==> src/rtl/tlgr_pkg.sv <==
package tlgr_pkg;

	localparam int DISPLAY_WIDTH = 128;
	localparam int LINE_HEIGHT   = 16;

	localparam int GLYPH_COLS   = 5;
	localparam int GLYPH_ROWS   = 7;
	localparam int GLYPH_SCALE  = 2;
	localparam int CELL_ADVANCE = 12;
	localparam int SCALED_ROWS  = GLYPH_ROWS * GLYPH_SCALE;
	localparam int SCALED_COLS  = GLYPH_COLS * GLYPH_SCALE;
	localparam int EMIT_ROWS    = (LINE_HEIGHT < SCALED_ROWS) ? LINE_HEIGHT : SCALED_ROWS;

	localparam logic [3:0] LAST_ROW = 4'(EMIT_ROWS - 1);

	// Five columns, bit r of a column is glyph row r.
	typedef logic [GLYPH_COLS-1:0][GLYPH_ROWS-1:0] glyph_t;

	typedef struct packed {
		logic [6:0] x_position;
		glyph_t     glyph;
	} cmd_t;

	function automatic glyph_t mk(input logic [6:0] c0, input logic [6:0] c1,
			input logic [6:0] c2, input logic [6:0] c3, input logic [6:0] c4);
		return {c4, c3, c2, c1, c0};
	endfunction

	function automatic glyph_t font_lookup(input logic [7:0] code);
		glyph_t g;
		case (code)
			"0": g = mk(7'h3E, 7'h51, 7'h49, 7'h45, 7'h3E);
			"1": g = mk(7'h00, 7'h42, 7'h7F, 7'h40, 7'h00);
			"2": g = mk(7'h42, 7'h61, 7'h51, 7'h49, 7'h46);
			"3": g = mk(7'h21, 7'h41, 7'h45, 7'h4B, 7'h31);
			"4": g = mk(7'h18, 7'h14, 7'h12, 7'h7F, 7'h10);
			"5": g = mk(7'h27, 7'h45, 7'h45, 7'h45, 7'h39);
			"6": g = mk(7'h3C, 7'h4A, 7'h49, 7'h49, 7'h30);
			"7": g = mk(7'h01, 7'h71, 7'h09, 7'h05, 7'h03);
			"8": g = mk(7'h36, 7'h49, 7'h49, 7'h49, 7'h36);
			"9": g = mk(7'h06, 7'h49, 7'h49, 7'h29, 7'h1E);
			"A": g = mk(7'h7E, 7'h11, 7'h11, 7'h11, 7'h7E);
			"B": g = mk(7'h7F, 7'h49, 7'h49, 7'h49, 7'h36);
			"C": g = mk(7'h3E, 7'h41, 7'h41, 7'h41, 7'h22);
			"D": g = mk(7'h7F, 7'h41, 7'h41, 7'h22, 7'h1C);
			"E": g = mk(7'h7F, 7'h49, 7'h49, 7'h49, 7'h41);
			"F": g = mk(7'h7F, 7'h09, 7'h09, 7'h09, 7'h01);
			"G": g = mk(7'h3E, 7'h41, 7'h49, 7'h49, 7'h7A);
			"I": g = mk(7'h00, 7'h41, 7'h7F, 7'h41, 7'h00);
			"K": g = mk(7'h7F, 7'h08, 7'h14, 7'h22, 7'h41);
			"L": g = mk(7'h7F, 7'h40, 7'h40, 7'h40, 7'h40);
			"M": g = mk(7'h7F, 7'h02, 7'h0C, 7'h02, 7'h7F);
			"N": g = mk(7'h7F, 7'h02, 7'h04, 7'h08, 7'h7F);
			"O": g = mk(7'h3E, 7'h41, 7'h41, 7'h41, 7'h3E);
			"P": g = mk(7'h7F, 7'h09, 7'h09, 7'h09, 7'h06);
			"R": g = mk(7'h7F, 7'h09, 7'h19, 7'h29, 7'h46);
			"S": g = mk(7'h46, 7'h49, 7'h49, 7'h49, 7'h31);
			"T": g = mk(7'h01, 7'h01, 7'h7F, 7'h01, 7'h01);
			"U": g = mk(7'h3F, 7'h40, 7'h40, 7'h40, 7'h3F);
			"V": g = mk(7'h07, 7'h38, 7'h40, 7'h38, 7'h07);
			"Y": g = mk(7'h07, 7'h08, 7'h70, 7'h08, 7'h07);
			"Z": g = mk(7'h41, 7'h63, 7'h55, 7'h49, 7'h41);
			":": g = mk(7'h00, 7'h36, 7'h36, 7'h00, 7'h00);
			"-": g = mk(7'h08, 7'h08, 7'h08, 7'h08, 7'h08);
			"/": g = mk(7'h40, 7'h30, 7'h0C, 7'h03, 7'h00);
			">": g = mk(7'h08, 7'h14, 7'h22, 7'h41, 7'h00);
			default: g = '0;
		endcase
		return g;
	endfunction

	// Scaled row r shows glyph row r/2; each column covers two pixels.
	function automatic logic [SCALED_COLS-1:0] row_mask(input glyph_t g, input logic [3:0] row);
		logic [SCALED_COLS-1:0] m;
		logic [2:0]             gr;
		gr = row[3:1];
		for (int c = 0; c < GLYPH_COLS; c++) begin
			m[c*GLYPH_SCALE +: GLYPH_SCALE] = {GLYPH_SCALE{g[c][gr]}};
		end
		return m;
	endfunction

endpackage

==> src/rtl/tlgr_if.sv <==
interface tlgr_in_if;
	logic       valid;
	logic       ready;
	logic [7:0] char_code;
	logic       line_start;

	modport source (output valid, output char_code, output line_start, input ready);
	modport sink   (input valid, input char_code, input line_start, output ready);
endinterface

interface tlgr_out_if;
	logic       valid;
	logic       ready;
	logic [6:0] x_position;
	logic [3:0] pixel_row;
	logic [9:0] pixel_mask;
	logic       last_row;

	modport source (output valid, output x_position, output pixel_row, output pixel_mask,
		output last_row, input ready);
	modport sink   (input valid, input x_position, input pixel_row, input pixel_mask,
		input last_row, output ready);
endinterface

==> src/rtl/tlgr_front.sv <==
module tlgr_front (
	input  logic          clk,
	input  logic          arst_n,
	tlgr_in_if.sink       in_ch,
	output logic          push_valid,
	output tlgr_pkg::cmd_t push_cmd,
	input  logic          push_ready
);
	import tlgr_pkg::*;

	logic [7:0] cursor_q;
	logic [7:0] cur_start;
	logic       fits;
	logic       accept;

	assign in_ch.ready = push_ready;
	assign accept      = in_ch.valid && push_ready;

	assign cur_start = in_ch.line_start ? 8'd0 : cursor_q;
	assign fits      = ({1'b0, cur_start} + 9'(SCALED_COLS)) <= 9'(DISPLAY_WIDTH);

	assign push_valid          = accept && fits;
	assign push_cmd.x_position = cur_start[6:0];
	assign push_cmd.glyph      = font_lookup(in_ch.char_code);

	// Advance only when the glyph fits; a rejected glyph leaves the cursor.
	always_ff @(posedge clk or negedge arst_n) begin
		if (!arst_n) begin
			cursor_q <= '0;
		end else if (accept) begin
			cursor_q <= fits ? cur_start + 8'(CELL_ADVANCE) : cur_start;
		end
	end
endmodule

==> src/rtl/tlgr_queue.sv <==
module tlgr_queue (
	input  logic           clk,
	input  logic           arst_n,
	input  logic           push_valid,
	input  tlgr_pkg::cmd_t push_cmd,
	output logic           push_ready,
	output logic           pop_valid,
	output tlgr_pkg::cmd_t pop_cmd,
	input  logic           pop
);
	import tlgr_pkg::*;

	cmd_t       mem_q [2];
	logic       wr_ptr_q;
	logic       rd_ptr_q;
	logic [1:0] count_q;
	logic       do_push;
	logic       do_pop;

	assign push_ready = (count_q != 2'd2);
	assign pop_valid  = (count_q != 2'd0);
	assign pop_cmd    = mem_q[rd_ptr_q];
	assign do_push    = push_valid && push_ready;
	assign do_pop     = pop && pop_valid;

	always_ff @(posedge clk) begin
		if (do_push) begin
			mem_q[wr_ptr_q] <= push_cmd;
		end
	end

	always_ff @(posedge clk or negedge arst_n) begin
		if (!arst_n) begin
			wr_ptr_q <= 1'b0;
			rd_ptr_q <= 1'b0;
			count_q  <= '0;
		end else begin
			if (do_push) wr_ptr_q <= !wr_ptr_q;
			if (do_pop)  rd_ptr_q <= !rd_ptr_q;
			count_q <= count_q + 2'(do_push) - 2'(do_pop);
		end
	end
endmodule

==> src/rtl/tlgr_back.sv <==
module tlgr_back (
	input  logic           clk,
	input  logic           arst_n,
	input  logic           pop_valid,
	input  tlgr_pkg::cmd_t pop_cmd,
	output logic           pop,
	tlgr_out_if.source     out_ch
);
	import tlgr_pkg::*;

	cmd_t       cur_q;
	logic       busy_q;
	logic [3:0] row_q;
	logic       out_valid_q;
	logic       advance;
	logic       have;
	cmd_t       src;
	logic [3:0] row;

	assign advance = !out_valid_q || out_ch.ready;
	assign have    = busy_q || pop_valid;
	assign src     = busy_q ? cur_q : pop_cmd;
	assign row     = busy_q ? row_q : 4'd0;
	assign pop     = advance && !busy_q && pop_valid;

	assign out_ch.valid = out_valid_q;

	always_ff @(posedge clk or negedge arst_n) begin
		if (!arst_n) begin
			busy_q      <= 1'b0;
			row_q       <= '0;
			out_valid_q <= 1'b0;
		end else if (advance) begin
			out_valid_q <= have;
			if (have) begin
				busy_q <= (row != LAST_ROW);
				row_q  <= row + 4'd1;
			end
		end
	end

	always_ff @(posedge clk) begin
		if (advance && have) begin
			cur_q             <= src;
			out_ch.x_position <= src.x_position;
			out_ch.pixel_row  <= row;
			out_ch.pixel_mask <= row_mask(src.glyph, row);
			out_ch.last_row   <= (row == LAST_ROW);
		end
	end
endmodule

==> src/rtl/text_line_glyph_rasterizer.sv <==
// With the back end idle, a character's command is written into the command queue when
// its transaction is taken; the back end then pops it and registers its first row.
// Throughput: one row per cycle while out_ch.ready does not stall the output; a fitting
// character yields min(14, LINE_HEIGHT) rows; one that does not fit is dropped at intake.
// Reset: arst_n clears the cursor, the two-entry command queue and the output register.
module text_line_glyph_rasterizer (
	input  logic       clk,
	input  logic       arst_n,
	tlgr_in_if.sink    in_ch,
	tlgr_out_if.source out_ch
);
	import tlgr_pkg::*;

	// Front to queue
	logic push_valid;
	cmd_t push_cmd;
	logic push_ready;

	// Queue to back
	logic pop_valid;
	cmd_t pop_cmd;
	logic pop;

	// Front: hold the cursor, look up the glyph, drop characters that do not fit.
	tlgr_front u_front (
		.clk        (clk),
		.arst_n     (arst_n),
		.in_ch      (in_ch),
		.push_valid (push_valid),
		.push_cmd   (push_cmd),
		.push_ready (push_ready)
	);

	// Queue: decouple intake from row generation so each side stalls on its own.
	tlgr_queue u_queue (
		.clk        (clk),
		.arst_n     (arst_n),
		.push_valid (push_valid),
		.push_cmd   (push_cmd),
		.push_ready (push_ready),
		.pop_valid  (pop_valid),
		.pop_cmd    (pop_cmd),
		.pop        (pop)
	);

	// Back: walk the scaled rows and drive the registered output transaction.
	tlgr_back u_back (
		.clk       (clk),
		.arst_n    (arst_n),
		.pop_valid (pop_valid),
		.pop_cmd   (pop_cmd),
		.pop       (pop),
		.out_ch    (out_ch)
	);
endmodule

==> src/flat_wrapper.sv <==
// flat-port wrapper written by rule: the top's interface ports become plain ports
module text_line_glyph_rasterizer_flat import tlgr_pkg::*;
  (clk, arst_n, in_ch_valid, in_ch_char_code, in_ch_line_start, in_ch_ready, out_ch_valid, out_ch_x_position, out_ch_pixel_row, out_ch_pixel_mask, out_ch_last_row, out_ch_ready);
  tlgr_in_if in_ch_i ();
  tlgr_out_if out_ch_i ();
  input  logic clk;
  input  logic arst_n;
  input wire logic [$bits(in_ch_i.valid)-1:0] in_ch_valid;
  input wire logic [$bits(in_ch_i.char_code)-1:0] in_ch_char_code;
  input wire logic [$bits(in_ch_i.line_start)-1:0] in_ch_line_start;
  output wire logic [$bits(in_ch_i.ready)-1:0] in_ch_ready;
  output wire logic [$bits(out_ch_i.valid)-1:0] out_ch_valid;
  output wire logic [$bits(out_ch_i.x_position)-1:0] out_ch_x_position;
  output wire logic [$bits(out_ch_i.pixel_row)-1:0] out_ch_pixel_row;
  output wire logic [$bits(out_ch_i.pixel_mask)-1:0] out_ch_pixel_mask;
  output wire logic [$bits(out_ch_i.last_row)-1:0] out_ch_last_row;
  input wire logic [$bits(out_ch_i.ready)-1:0] out_ch_ready;
  assign in_ch_i.valid = in_ch_valid;
  assign in_ch_i.char_code = in_ch_char_code;
  assign in_ch_i.line_start = in_ch_line_start;
  assign in_ch_ready = in_ch_i.ready;
  assign out_ch_valid = out_ch_i.valid;
  assign out_ch_x_position = out_ch_i.x_position;
  assign out_ch_pixel_row = out_ch_i.pixel_row;
  assign out_ch_pixel_mask = out_ch_i.pixel_mask;
  assign out_ch_last_row = out_ch_i.last_row;
  assign out_ch_i.ready = out_ch_ready;
  text_line_glyph_rasterizer u_core (.clk(clk), .arst_n(arst_n), .in_ch(in_ch_i), .out_ch(out_ch_i));
endmodule
==> config.mk <==
export PLATFORM = sky130hd
export DESIGN_NAME = text_line_glyph_rasterizer_flat
export DESIGN_NICKNAME = d
export VERILOG_FILES = /design/src/rtl/tlgr_pkg.sv /design/src/rtl/tlgr_if.sv /design/src/rtl/tlgr_front.sv /design/src/rtl/tlgr_queue.sv /design/src/rtl/tlgr_back.sv /design/src/rtl/text_line_glyph_rasterizer.sv /design/src/flat_wrapper.sv
export SDC_FILE = /design/constraint.sdc
export NUM_CORES = 1
export LEC_CHECK = 0
export BUFFER_PORTS_ARGS = -buffer_cell sky130_fd_sc_hd__buf_2
export CAP_MARGIN = 5
export CORE_MARGIN = 2
export CORE_UTILIZATION = 64
export CTS_BUF_LIST = sky130_fd_sc_hd__clkbuf_2
export CTS_CLUSTER_SIZE = 24
export DETAILED_ROUTE_END_ITERATION = 10
export GPL_ROUTABILITY_DRIVEN = 0
export PLACE_DENSITY = 0.88
export SYNTH_ARGS = -nofsm -noshare
export SYNTH_HDL_FRONTEND = slang
export SYNTH_MEMORY_MAX_BITS = 65536
export SYNTH_SLANG_ARGS = --single-unit
==> constraint.sdc <==
create_clock -name clk -period 4.6 [get_ports clk]
set_input_delay 0.46 -clock clk [delete_from_list [all_inputs] [get_ports clk]]
set_output_delay 0.46 -clock clk [all_outputs]
set_load 0.005 [all_outputs]
==> impl_metrics.toml <==
[drt]
drc = 0
viasPerCell = 6.382
dr.pass1.iters = 6
route.detailed.wl_per_inst_um = 18.97
ant_nets = 0
first_iter_violations = 1087
finalWirelength_um = 17810
vias = 5993

[yosys]
ys.flop_type = "edfxtp_1"
synth.distinct_cells = 65
synth_edf_count = 136
syn_nets = 788
async_flop_share_pct = 11.69
synth_area_sq_um = 8304
synthCells = 758
yosys_register_bits = 154
ys_seq_area_share_pct = 54.60
synth_area_per_cell_sq_um = 10.96
ys_warn_count = 0

[grt]
antenna_found_initial = 1
grt_pass1_vias = 5597
grtUsageMet1_pct = 36.35
grt-busiest-layer = "met2"
grt_pass1_wl_um = 28740
met2_usage_pct = 41.10
use_met3_pct = 5.862
track_usage_pct = 26.18
grt.overflow.total = 0
grt_start_max_net_pins = 82

[sta]
slew-limit-headroom_pct = 33.57
rsz0062_at_grt = "false"
timing.fmax_mhz = 346.9
worst_slew_pin_slew_ns = 0.9941
fin_ws_ns = 1.717
min_period_ns = 2.883
hold_ws_ns = 0.2086
final.setup.tns_ns = 0
hold_viol_final = 0
final.period_utilization_pct = 62.67
setup_viol = 0
slew_violations = 0
clock_skew_ns = 0.04019

[die]
die_w_um = 117.9
dieHeight_um = 117.9
core_sq_um = 12620
ios = 37
start_util_pct = 65.80
die-area_sq_um = 13900
fp-row-count = 41

[final_layout]
final_cell_mix = "edfxtp_1 (136), nand2_1 (81), o21ai_0 (80)"
final_common_cell = "edfxtp_1"
utilization_pct = 68.56
instances_no_fill = 939
fin_nets = 783
drive_above_1_share_pct = 13.45
fillers = 917
area_growth_pct = 4.189

[critical_path]
critPathKind = "reg2reg"
required_ns = 4.91
critical_path.startpoint_type = "flip-flop"
cpPeakStageDelay_ns = 0.46
crit_chain = "and2b_2, ha_1, nor4b_2, nand2_1, o311ai_4, o21ai_4, nor2_4, buf_4"
arrival_ns = 3.20
critPathSlowestCell = "dfrtp_1"
cp-end-kind = "flip-flop"
path_max_fanout = 42

[power]
ir_worst_vdd_uv = 254.7
leakagePower_uw = 0.003319
pwr-share-comb_pct = 30.2
powerDensity_nw_per_um2 = 509.7
power_switching_uw = 1526
intPower_uw = 2884
p_seq_share_pct = 53.8
netSwitchingFraction_pct = 34.60
clock_power_share_pct = 16.0

[job]
timing.max_cap.violations = 0

[clock_network]
cts_buffers = 17
cts.repair.resized = 0
ctsRootBufferMaster = "clkbuf_2"
htreeDepth = 4
clock_latency_ns = 0.69
path_clk_slew_ns = 0.23
cts.path.max_buffers = 2
clock_sinks = 154
cts_tree = "built"

[placement]
dp_slack_ns = 1.495
dp_cells = 904
dpl.hpwl_um = 12150
numPortBuffers = 36

[min_path]
hp-class = "in2async"

[outcome]
outcome = "complete, no violations"
cell usage after synthesis, types with 6 or more instances:
master	number	area share [%]
and2_1	9	0.68
a211oi_1	6	0.54
edfxtp_1	136	49
nor2b_1	14	1.1
a21boi_0	13	1.2
o21a_1	9	0.81
nand2_1	81	3.7
o211ai_1	6	0.54
inv_1	17	0.77
xor2_1	7	0.74
a21oi_1	58	3.5
o22ai_1	7	0.53
mux2_2	7	0.95
nand2b_1	24	1.8
a21o_1	7	0.63
buf_2	28	1.7
nor2_1	29	1.3
mux2i_1	49	5.9
a31oi_1	10	0.75
and2b_2	7	0.74
dfrtp_1	18	5.4
buf_4	16	1.4
o21ai_0	80	4.8
nor3_1	12	0.72
ha_1	17	2.6
nand3_1	11	0.66
clkbuf_1	21	0.95
kinds of logic after synthesis:
group | Yosys count | share of synthesized area (%)
buffers and inverters | 84 | 5.032
flip-flops | 154 | 54.60
adder cells (fa/ha/maj) | 17 | 2.561
multiplexers | 56 | 6.856
AO/OA/AOI/OAI | 226 | 16.94
XOR/XNOR | 12 | 1.266
AND/OR/NAND/NOR | 209 | 12.75
metal layers:
layer / wire [um] / share of wire, % / up-vias
met5: 0 / 0 / -
met4: 448 / 2.5 / 0
met3: 1629 / 9.1 / 50
met2: 8387 / 47 / 381
met1: 7346 / 41 / 2793
li1: - / - / 2769
flip-flops by register name (all words and copies together), names as in the netlist, 2 cells and up:
register and flops:
u_core.u_back.out_ch.pixel_mask 5, u_core.u_back.out_ch.pixel_row 4, u_core.u_queue.count_q 2, u_core.u_queue.mem_q 84, u_core.u_front.cursor_q 8, u_core.u_back.row_q 4
u_core.u_back.cur_q 42
power groups by stage:
stage | logic (uW) | clock network, uW | registers, uW
floorplan | 1070 | 0 | 2260
global placement | 1250 | 0 | 2370
detailed placement | 1310 | 0 | 2410
CTS | 1320 | 720 | 2370
global route | 1470 | 782 | 2420
finish | 1330 | 704 | 2370
layout make-up:
| type | instances | area, sq um | share of cell area [%] |
|---|---|---|---|
| Clock buffer | 20 | 100.1 | 1.157 |
| Tap cell | 172 | 215.2 | 2.487 |
| Timing Repair Buffer | 43 | 237.7 | 2.748 |
| Multi-Input combinational cell | 520 | 3374 | 39.00 |
| Clock inverter | 12 | 121.4 | 1.403 |
| Sequential cell | 154 | 4537 | 52.44 |
| Antenna cell | 1 | 2.502 | 0.02892 |
| Inverter | 17 | 63.81 | 0.7375 |
worst max-delay path, delay by kind of cell, from the launching register on:
| family | cells | cell delay, ns |
|---|---|---|
| adders and majority gates | 1 | 0.29 |
| and+or+nand+nor | 4 | 0.76 |
| AOI/OAI and AO/OA | 2 | 0.54 |
| buffers and inverters | 1 | 0.46 |
| DFF | 1 | 0.46 |
metrics by stage:
stage / power, uW / instance area [sq um]
3_5_place_dp: 3722 / 8408
3_3_place_gp: 3611 / 8408
6_report: 4410 / 8652
4_1_cts: 4416 / 8650
5_1_grt: 4675 / 8652
2_1_floorplan: 3332 / 8304
path summary, 6_finish.rpt:
kind | start | endpoint | slack, ns | cells past startpoint
max | u_core.u_front.cursor_q[2] | u_core.u_queue.mem_q[1][9] | 1.72 | 8
min | arst_n | u_core.u_back.out_ch.valid | 0.21 | 2
max reg2reg | u_core.u_front.cursor_q[2] | u_core.u_queue.mem_q[1][9] | 1.72 | 8
min reg2reg | u_core.u_front.cursor_q[1] | u_core.u_front.cursor_q[1] | 0.55 | 1
max in group asynchronous | arst_n | u_core.u_queue.rd_ptr_q | 4.03 | 2
min in group clk | in_ch_valid | u_core.u_front.cursor_q[3] | 0.26 | 4
what timing repair did:
item / 4_1_cts / 5_1_grt
hold endpoints to repair: 19 / 0
buffers inserted: 0 / 0
hold buffers: 2 / 0
endpoints found under the setup margin: 0 / 0
Note: power is estimated with default switching activity, not from simulation.
